### config.mk
export PLATFORM = sky130hd
export DESIGN_NAME = subsampled_ncc_accumulator_core
export DESIGN_NICKNAME = d
export VERILOG_FILES = /design/src/rtl/core/ncc_pkg.sv /design/src/rtl/core/ncc_mul.sv /design/src/rtl/core/subsampled_ncc_accumulator_core.sv
export SDC_FILE = /design/constraint.sdc
export NUM_CORES = 2
export LEC_CHECK = 0
export ABC_AREA = 1
export BUFFER_PORTS_ARGS = -buffer_cell sky130_fd_sc_hd__clkbuf_2
export CAP_MARGIN = 20
export CORE_ASPECT_RATIO = 0.75
export CORE_MARGIN = 4
export CORE_UTILIZATION = 45
export DETAILED_ROUTE_END_ITERATION = 6
export HOLD_SLACK_MARGIN = 0.05
export PLACE_DENSITY = 0.67
export SLEW_MARGIN = 20
export SYNTH_ARGS = -nofsm -noshare
export SYNTH_HDL_FRONTEND = slang
export SYNTH_SLANG_ARGS = --single-unit
### constraint.sdc
create_clock -name clk -period 7.9 [get_ports clk]
set_input_delay 1.58 -clock clk [delete_from_list [all_inputs] [get_ports clk]]
set_output_delay 1.58 -clock clk [all_outputs]
set_load 0.01 [all_outputs]
### src/rtl/core/ncc_pkg.sv
package ncc_pkg;

	// field and accumulator widths
	localparam int PixW    = 8;
	localparam int CoordW  = 12;
	localparam int StepW   = 5;
	localparam int SumW    = 24;
	localparam int SqW     = 32;
	localparam int CountW  = 17;
	localparam int CfgW    = 32;
	localparam int CfgIdxW = 3;
	localparam int CorrW   = 16;

	// serial multiplier geometry
	localparam int MulAW   = 96;
	localparam int MulBW   = 48;
	localparam int MulPW   = 128;
	localparam int MulCntW = 6;

	// dot count ceiling
	localparam logic [CountW-1:0] MaxDots = 17'd65536;

	// configuration register indexes
	localparam logic [CfgIdxW-1:0] REG_STEP_X        = 3'd0;
	localparam logic [CfgIdxW-1:0] REG_STEP_Y        = 3'd1;
	localparam logic [CfgIdxW-1:0] REG_MASTER_SUM    = 3'd2;
	localparam logic [CfgIdxW-1:0] REG_MASTER_SUM_SQ = 3'd3;
	localparam logic [CfgIdxW-1:0] REG_DOT_COUNT     = 3'd4;

	typedef enum logic [2:0] {
		S_IDLE,
		S_MOD,
		S_ACC,
		S_MUL,
		S_WAIT,
		S_SQ,
		S_OUT
	} state_t;

	// products run through the shared multiplier, in order
	typedef enum logic [3:0] {
		OP_ABN,
		OP_SATA,
		OP_SA2N,
		OP_SASA,
		OP_TA2N,
		OP_TATA,
		OP_NUMSQ,
		OP_DEN,
		OP_TEST
	} op_t;

endpackage

### src/rtl/core/ncc_mul.sv
module ncc_mul (
	input  logic                       clk,
	input  logic                       arst_n,
	input  logic                       start,
	input  logic [ncc_pkg::MulAW-1:0]  a,
	input  logic [ncc_pkg::MulBW-1:0]  b,
	output logic                       done,
	output logic [ncc_pkg::MulPW-1:0]  p
);
	import ncc_pkg::*;

	logic               busy_q;
	logic               done_q;
	logic [MulCntW-1:0] cnt_q;
	logic [MulPW-1:0]   a_q;
	logic [MulBW-1:0]   b_q;
	logic [MulPW-1:0]   p_q;

	// control: one multiplier bit per cycle
	always_ff @(posedge clk or negedge arst_n) begin
		if (!arst_n) begin
			busy_q <= 1'b0;
			done_q <= 1'b0;
			cnt_q  <= '0;
		end else begin
			done_q <= 1'b0;
			if (start) begin
				busy_q <= 1'b1;
				cnt_q  <= MulCntW'(MulBW);
			end else if (busy_q) begin
				cnt_q <= cnt_q - 1'b1;
				if (cnt_q == MulCntW'(1)) begin
					busy_q <= 1'b0;
					done_q <= 1'b1;
				end
			end
		end
	end

	// shift-add datapath, multiplier MSB first
	always_ff @(posedge clk) begin
		if (start) begin
			a_q <= {{(MulPW-MulAW){1'b0}}, a};
			b_q <= b;
			p_q <= '0;
		end else if (busy_q) begin
			p_q <= {p_q[MulPW-2:0], 1'b0} + (b_q[MulBW-1] ? a_q : '0);
			b_q <= {b_q[MulBW-2:0], 1'b0};
		end
	end

	assign done = done_q;
	assign p    = p_q;

endmodule

### src/rtl/core/subsampled_ncc_accumulator_core.sv
// channel  direction  handshake              payload
// in       input      in_valid / in_ready    master_pixel, target_pixel, row_y, col_index, last
// out      output     out_valid / out_ready  correlation
// cfg      input      cfg_we (no wait)       cfg_index, cfg_data
//
// A word passes through the row/column remainder units, is accumulated, and
// returns to idle. A last word adds the correlation: up to eight products
// on the shared shift-add multiplier, then 16 result-bit trials; a zero
// dot count or variance ends it early with zero. in_ready is low throughout.
// A finished result is held until out_ready; reset clears the sums and loads the default settings.
module subsampled_ncc_accumulator_core (
	input  logic                             clk,
	input  logic                             arst_n,
	input  logic                             in_valid,
	output logic                             in_ready,
	input  logic [ncc_pkg::PixW-1:0]         master_pixel,
	input  logic [ncc_pkg::PixW-1:0]         target_pixel,
	input  logic [ncc_pkg::CoordW-1:0]       row_y,
	input  logic [ncc_pkg::CoordW-1:0]       col_index,
	input  logic                             last,
	output logic                             out_valid,
	input  logic                             out_ready,
	output logic signed [ncc_pkg::CorrW-1:0] correlation,
	input  logic                             cfg_we,
	input  logic [ncc_pkg::CfgIdxW-1:0]      cfg_index,
	input  logic [ncc_pkg::CfgW-1:0]         cfg_data
);
	import ncc_pkg::*;

	state_t state_q, state_d;
	op_t    op_q;

	// configuration
	logic [StepW-1:0]  step_x_q, step_y_q;
	logic [SumW-1:0]   master_sum_q;
	logic [SqW-1:0]    master_sum_sq_q;
	logic [CountW-1:0] dot_count_q;

	// accumulators
	logic [SumW-1:0] target_sum_q;
	logic [SqW-1:0]  target_sum_sq_q, cross_sum_q;

	// captured word
	logic [PixW-1:0]   mp_q, tp_q;
	logic [CoordW-1:0] row_q, col_q;
	logic              last_q;

	// remainder units
	logic [3:0]       mod_cnt_q;
	logic [StepW-1:0] rem_x_q, rem_y_q;
	logic [StepW-1:0] sx, sy;
	logic [StepW:0]   trial_x, trial_y;

	// correlation datapath
	logic [47:0]       t_q;
	logic [48:0]       num_q, fa_q, fb_q, fb_new;
	logic [MulPW-1:0]  lhs_q;
	logic [MulAW-1:0]  den_q;
	logic [31:0]       csq_q;
	logic [CorrW-1:0]  q_q, q_next, res_q, cand, lim, qmin;
	logic [3:0]        bit_q;
	logic [CountW-1:0] n_eff;
	logic [47:0]       abs_num, abs_fa, abs_fb;

	// multiplier hookup
	logic              mul_start, mul_done;
	logic [MulAW-1:0]  mul_a;
	logic [MulBW-1:0]  mul_b;
	logic [MulPW-1:0]  mul_p;

	ncc_mul u_mul (
		.clk    (clk),
		.arst_n (arst_n),
		.start  (mul_start),
		.a      (mul_a),
		.b      (mul_b),
		.done   (mul_done),
		.p      (mul_p)
	);

	assign sx      = (step_x_q == '0) ? StepW'(1) : step_x_q;
	assign sy      = (step_y_q == '0) ? StepW'(1) : step_y_q;
	assign trial_x = {rem_x_q, col_q[CoordW-1]};
	assign trial_y = {rem_y_q, row_q[CoordW-1]};
	assign n_eff   = (dot_count_q > MaxDots) ? MaxDots : dot_count_q;

	assign abs_num = num_q[48] ? 48'(-num_q) : num_q[47:0];
	assign abs_fa  = fa_q[48] ? 48'(-fa_q) : fa_q[47:0];
	assign abs_fb  = fb_q[48] ? 48'(-fb_q) : fb_q[47:0];
	assign fb_new  = {1'b0, t_q} - {1'b0, mul_p[47:0]};
	assign cand    = q_q | (CorrW'(1) << bit_q);
	// trial bit kept when den * cand^2 still fits under num^2 * 2^30
	assign q_next  = (mul_p <= lhs_q) ? cand : q_q;
	assign lim     = num_q[48] ? 16'h8000 : 16'h7FFF;
	assign qmin    = (q_next > lim) ? lim : q_next;

	// operand select for the shared multiplier
	always_comb begin
		mul_a = '0;
		mul_b = '0;
		case (op_q)
			OP_ABN:   begin mul_a = MulAW'(cross_sum_q);     mul_b = MulBW'(n_eff); end
			OP_SATA:  begin mul_a = MulAW'(master_sum_q);    mul_b = MulBW'(target_sum_q); end
			OP_SA2N:  begin mul_a = MulAW'(master_sum_sq_q); mul_b = MulBW'(n_eff); end
			OP_SASA:  begin mul_a = MulAW'(master_sum_q);    mul_b = MulBW'(master_sum_q); end
			OP_TA2N:  begin mul_a = MulAW'(target_sum_sq_q); mul_b = MulBW'(n_eff); end
			OP_TATA:  begin mul_a = MulAW'(target_sum_q);    mul_b = MulBW'(target_sum_q); end
			OP_NUMSQ: begin mul_a = MulAW'(abs_num);         mul_b = abs_num; end
			OP_DEN:   begin mul_a = MulAW'(abs_fa);          mul_b = abs_fb; end
			default:  begin mul_a = den_q;                   mul_b = MulBW'(csq_q); end
		endcase
	end

	// next state and handshake outputs
	always_comb begin
		state_d   = state_q;
		mul_start = 1'b0;
		unique case (state_q)
			S_IDLE: if (in_valid) state_d = S_MOD;
			S_MOD:  if (mod_cnt_q == '0) state_d = S_ACC;
			S_ACC: begin
				if (!last_q) state_d = S_IDLE;
				else if (n_eff == '0) state_d = S_OUT;
				else state_d = S_MUL;
			end
			S_MUL: begin
				mul_start = 1'b1;
				state_d   = S_WAIT;
			end
			S_WAIT: begin
				if (mul_done) begin
					case (op_q)
						OP_TATA: begin
							if (fa_q == '0 || fb_new == '0 || (fa_q[48] != fb_new[48]))
								state_d = S_OUT;
							else
								state_d = S_MUL;
						end
						OP_DEN:  state_d = S_SQ;
						OP_TEST: state_d = (bit_q == '0) ? S_OUT : S_SQ;
						default: state_d = S_MUL;
					endcase
				end
			end
			S_SQ:  state_d = S_MUL;
			S_OUT: if (out_ready) state_d = S_IDLE;
			default: state_d = S_IDLE;
		endcase
	end

	assign in_ready    = (state_q == S_IDLE);
	assign out_valid   = (state_q == S_OUT);
	assign correlation = res_q;

	always_ff @(posedge clk or negedge arst_n) begin
		if (!arst_n) state_q <= S_IDLE;
		else         state_q <= state_d;
	end

	// configuration writes
	always_ff @(posedge clk or negedge arst_n) begin
		if (!arst_n) begin
			step_x_q        <= StepW'(1);
			step_y_q        <= StepW'(1);
			master_sum_q    <= '0;
			master_sum_sq_q <= '0;
			dot_count_q     <= CountW'(1);
		end else if (cfg_we) begin
			unique case (cfg_index)
				REG_STEP_X:        step_x_q        <= cfg_data[StepW-1:0];
				REG_STEP_Y:        step_y_q        <= cfg_data[StepW-1:0];
				REG_MASTER_SUM:    master_sum_q    <= cfg_data[SumW-1:0];
				REG_MASTER_SUM_SQ: master_sum_sq_q <= cfg_data[SqW-1:0];
				REG_DOT_COUNT:     dot_count_q     <= cfg_data[CountW-1:0];
				default: ;
			endcase
		end
	end

	// sequencer control and accumulators
	always_ff @(posedge clk or negedge arst_n) begin
		if (!arst_n) begin
			op_q            <= OP_ABN;
			mod_cnt_q       <= '0;
			bit_q           <= '0;
			target_sum_q    <= '0;
			target_sum_sq_q <= '0;
			cross_sum_q     <= '0;
			res_q           <= '0;
		end else begin
			unique case (state_q)
				S_IDLE: mod_cnt_q <= 4'(CoordW - 1);
				S_MOD:  mod_cnt_q <= mod_cnt_q - 1'b1;
				S_ACC: begin
					op_q  <= OP_ABN;
					res_q <= '0;
					if (rem_x_q == '0 && rem_y_q == '0) begin
						target_sum_q    <= target_sum_q + SumW'(tp_q);
						target_sum_sq_q <= target_sum_sq_q + SqW'(tp_q) * SqW'(tp_q);
						cross_sum_q     <= cross_sum_q + SqW'(mp_q) * SqW'(tp_q);
					end
				end
				S_WAIT: begin
					if (mul_done) begin
						case (op_q)
							OP_DEN:  bit_q <= 4'(CorrW - 1);
							OP_TEST: bit_q <= bit_q - 1'b1;
							default: ;
						endcase
						if (op_q != OP_TEST) op_q <= op_t'(op_q + 1'b1);
						if (op_q == OP_TEST && bit_q == '0)
							res_q <= num_q[48] ? CorrW'(-qmin) : qmin;
					end
				end
				S_OUT: begin
					if (out_ready) begin
						target_sum_q    <= '0;
						target_sum_sq_q <= '0;
						cross_sum_q     <= '0;
					end
				end
				default: ;
			endcase
		end
	end

	// word capture, remainder steps and correlation datapath
	always_ff @(posedge clk) begin
		if (state_q == S_IDLE && in_valid) begin
			mp_q    <= master_pixel;
			tp_q    <= target_pixel;
			row_q   <= row_y;
			col_q   <= col_index;
			last_q  <= last;
			rem_x_q <= '0;
			rem_y_q <= '0;
		end
		// restoring remainder, one coordinate bit per cycle
		if (state_q == S_MOD) begin
			rem_x_q <= (trial_x >= {1'b0, sx}) ? StepW'(trial_x - {1'b0, sx}) : trial_x[StepW-1:0];
			rem_y_q <= (trial_y >= {1'b0, sy}) ? StepW'(trial_y - {1'b0, sy}) : trial_y[StepW-1:0];
			row_q   <= {row_q[CoordW-2:0], 1'b0};
			col_q   <= {col_q[CoordW-2:0], 1'b0};
		end
		if (state_q == S_ACC) q_q <= '0;
		// square of the trial quotient
		if (state_q == S_SQ) csq_q <= 32'(cand) * 32'(cand);
		if (state_q == S_WAIT && mul_done) begin
			case (op_q) inside
				OP_ABN, OP_SA2N, OP_TA2N: t_q <= mul_p[47:0];
				OP_SATA:  num_q <= {1'b0, t_q} - {1'b0, mul_p[47:0]};
				OP_SASA:  fa_q  <= {1'b0, t_q} - {1'b0, mul_p[47:0]};
				OP_TATA:  fb_q  <= fb_new;
				OP_NUMSQ: lhs_q <= {mul_p[MulPW-31:0], 30'b0};
				OP_DEN:   den_q <= mul_p[MulAW-1:0];
				default:  q_q <= q_next;
			endcase
		end
	end

endmodule

==> out/metrics.yaml <==
timing:
  fmax_mhz: 132.9
  drv_slew: 0
  setup_violations: 0
  tns_ns: 0
  min_period_ns: 7.526
  worst_pin_slew_ns: 1.320
  hold_viol: 0
  finalCritPeriodShare: 0.9526
  slew_headroom: 0.1106
  rsz0062_at_grt: "false"
  skew_ns: 0.08814
route:
  drt-total-wl_mm: 272.0
  viasPerCell: 5.619
  vias: 63980
  first_pass_iters: 7
  wl_per_cell_um: 23.88
  postRouteAntennaNets: 0
  drt_iter0_drc: 8775
  drc: 0
setup_path:
  critPathMaxStageDelay_ns: 0.56
  crit_arrival_ns: 7.98
  reg2reg_depth: 29
  start_kind: "register"
  path_max_fanout: 18
  r2r-end: "csq_q[31]$_DFFE_PP_"
  r2r_setup_slack_ns: 0.37
  path_class: "register to register"
  r2r-start: "bit_q[0]$_DFFE_PN0P_"
  worstSetupEndpointType: "register"
  worstPathRequired_ns: 8.36
  cpMostUsedCell: "inv_1"
  crit_slowest_cell: "fa_1"
pwr:
  power_leakage_uw: 0.03759
  total_power_uw: 17470
  ir_drop_uv: 198.2
  power_per_cell_area_mw_per_mm2: 225.2
global_routing:
  grt_util_all_layers: 0.3258
  grt_max_degree: 137
  antenna_found_initial: 8
  grt_overflow_total: 0
  grt_first_pass_wirelength_mm: 393.6
  grt_pass1_vias: 58760
cells_and_area:
  final_common_cell: "inv_1"
  area_growth_pct: 9.438
  fin_nets: 10010
  multi_input_area_mm2: 0.03621
  layout-drive-gt1-share: 0.05556
  num-fill-cells: 15200
  seqCellArea_mm2: 0.02659
  mostFrequentLayoutCells: "1,939 x inv_1, 1,934 x nand2_1, 801 x nor2_1, 613 x edfxtp_1, 590 x a21oi_1"
floorplanning:
  die_area_mm2: 0.1641
  die_h_um: 351.8
  core_area_mm2: 0.1558
  die_x_um: 466.4
  initial_core_util: 0.4552
  pin_count: 99
  fp-row-count: 125
yosys:
  ys_ff_latch: 969
  synth.distinct_cells: 79
  syn-cell-area_mm2: 0.07091
  async_reset_ff_frac: 0.2167
  synth_area_per_cell_um2: 7.784
  ys.flop_type: "edfxtp_1"
  yosysSeqAreaShare: 0.3750
  synth_nets: 9920
  yosysWarnings: 0
  syn_inst: 9110
  synth_edf_count: 613
clocking:
  clkLatencyLatePin_ns: 0.79
  htreeDepth: 3
  cts_hold_buf: 0
  cts_sinks: 969
  clkTransAtPathRegs_ns: 0.06
  cts_tree: "built"
  clockBufferDepth: 3
  cts_made_buffers: 103
  ctsRootBufferMaster: "clkbuf_16"
run:
  maxCapViolations: 0
placed_design:
  hpwl_mm: 219.0
  port_buffers: 98
  place_congestion: 1.045
run_status:
  status: "finished clean"
worst_hold_path:
  hp-start: "col_q[0]$_SDFFE_PP0P_"
  hold_depth: 2
  hold_path_end: "col_q[0]$_SDFFE_PP0P_"
  hold_path_class: "register to register"
## report_power, final
| group | switching [µW] | internal [µW] |
|---|---|---|
| combinational | 3940 | 1460 |
| sequential | 883 | 6100 |
| clock | 2320 | 2770 |
| total | 7150 | 10300 |
## layer usage
layer	vias up	routed length, µm	global-route usage
met2	3470	93150	0.3827
met3	235	46150	0.1699
met5	-	186	0.008159
met1	30680	128700	0.5147
met4	2	3755	0.04878
li1	29590	-	-
## layout make-up
cell class / count / share of cell area
Multi-Input combinational cell: 5960 / 0.4666
Antenna cell: 4 / 0.0001290
Clock inverter: 59 / 0.007690
Inverter: 1961 / 0.09491
Clock buffer: 137 / 0.03708
Tap cell: 2095 / 0.03378
Sequential cell: 969 / 0.3427
Timing Repair Buffer: 202 / 0.01715
## worst max path at each step
stage                              start             endpoint  slack [ns]  cells after the start
finish              bit_q[0]$_DFFE_PN0P_  csq_q[31]$_DFFE_PP_        0.37                     29
global route        bit_q[1]$_DFFE_PN0P_  csq_q[31]$_DFFE_PP_       0.003                     31
CTS                 bit_q[1]$_DFFE_PN0P_  csq_q[31]$_DFFE_PP_        0.31                     27
detailed placement  bit_q[1]$_DFFE_PN0P_  csq_q[31]$_DFFE_PP_        0.38                     25
global placement    bit_q[1]$_DFFE_PN0P_  csq_q[31]$_DFFE_PP_        0.43                     27
floorplan           bit_q[1]$_DFFE_PN0P_  csq_q[31]$_DFFE_PP_        1.08                     30
## worst max-delay path: cells and delay by family (launching register included)
family / cells / cell delay, ns
adders and majority gates: 8 / 3.71
AOI/OAI and AO/OA: 7 / 1.56
buffers and inverters: 8 / 0.87
and+or+nand+nor: 5 / 0.54
DFF: 1 / 0.41
xor gates and xnor gates: 1 / 0.13
## synth_stat cells, types with 14 or more instances
master,number,area [µm²]
a211oi_1,15,112.6
a21o_1,27,202.7
a21oi_1,592,2963
a221oi_1,28,245.2
a22o_1,23,201.4
a22oi_1,26,195.2
a31oi_1,46,287.8
buf_1,20,75.07
buf_2,20,100.1
clkbuf_1,174,653.1
dfrtp_1,207,5180
dfxtp_1,146,2923
edfxtp_1,613,18410
fa_1,261,5225
ha_1,468,5856
inv_1,1941,7286
inv_2,14,52.55
nand2_1,1935,7263
nand3_1,323,1617
nand3b_1,22,165.2
nand4_1,94,588.1
nor2_1,812,3048
nor3_1,122,610.6
nor4_1,47,294.0
o2111ai_1,20,175.2
o211ai_1,44,330.3
o21a_1,23,172.7
o21ai_0,591,2958
o21ai_1,42,210.2
o21bai_1,31,232.7
o221ai_1,23,201.4
o22ai_1,29,181.4
or2_2,17,106.4
xnor2_1,47,411.6
xor2_1,94,823.3
## cells by family (layout without fill, tap and decap cells)
group | Yosys count | count (layout) | share of synthesized area
other | 0 | 4 | 0
multiplexers | 10 | 10 | 0.001588
AND/OR/NAND/NOR | 3443 | 3443 | 0.2020
AO/OA/AOI/OAI | 1637 | 1637 | 0.1317
flip-flops | 969 | 969 | 0.3750
XOR/XNOR | 141 | 141 | 0.01741
buffers and inverters | 2181 | 2359 | 0.1161
adder cells (fa/ha/maj) | 729 | 729 | 0.1563
## repair_timing
| item | CTS | global route |
|---|---|---|
| resized for setup | 0 | 2 |
| endpoints found under the setup margin | 0 | 2 |
| buffers inserted | 0 | 0 |
## state kept, by name, summed over array words and instances (netlist names), 8 cells and up
| register | cells |
|---|---|
| u_mul.a_q | 96 |
| target_sum_sq_q | 32 |
| correlation | 16 |
| mp_q | 8 |
| csq_q | 31 |
| fb_q | 49 |
| row_q | 12 |
| tp_q | 8 |
| target_sum_q | 24 |
| master_sum_sq_q | 32 |
| u_mul.p | 128 |
| cross_sum_q | 32 |
| fa_q | 49 |
| master_sum_q | 24 |
| num_q | 49 |
| dot_count_q | 17 |
| lhs_q | 98 |
| q_q | 16 |
| u_mul.b_q | 48 |
| den_q | 96 |
| t_q | 48 |
| col_q | 12 |
## stage by stage
stage / cell area [µm²] / std cells / setup WS [ns] / hold slack, ns / util
3_5_place_dp: 74070 / 11190 / 0.3754 / 0.4487 / 0.4755
3_3_place_gp: 74070 / 11190 / 0.4339 / 0.4365 / 0.4755
6_report: 77610 / 11390 / 0.3743 / 0.4572 / 0.4982
2_1_floorplan: 70920 / 9110 / 1.081 / 0.4247 / -
5_1_grt: 77600 / 11380 / 0.002585 / 0.4687 / 0.4981
4_1_cts: 77550 / 11380 / 0.3073 / 0.4573 / 0.4978
Power figures use the tool's default switching activity.
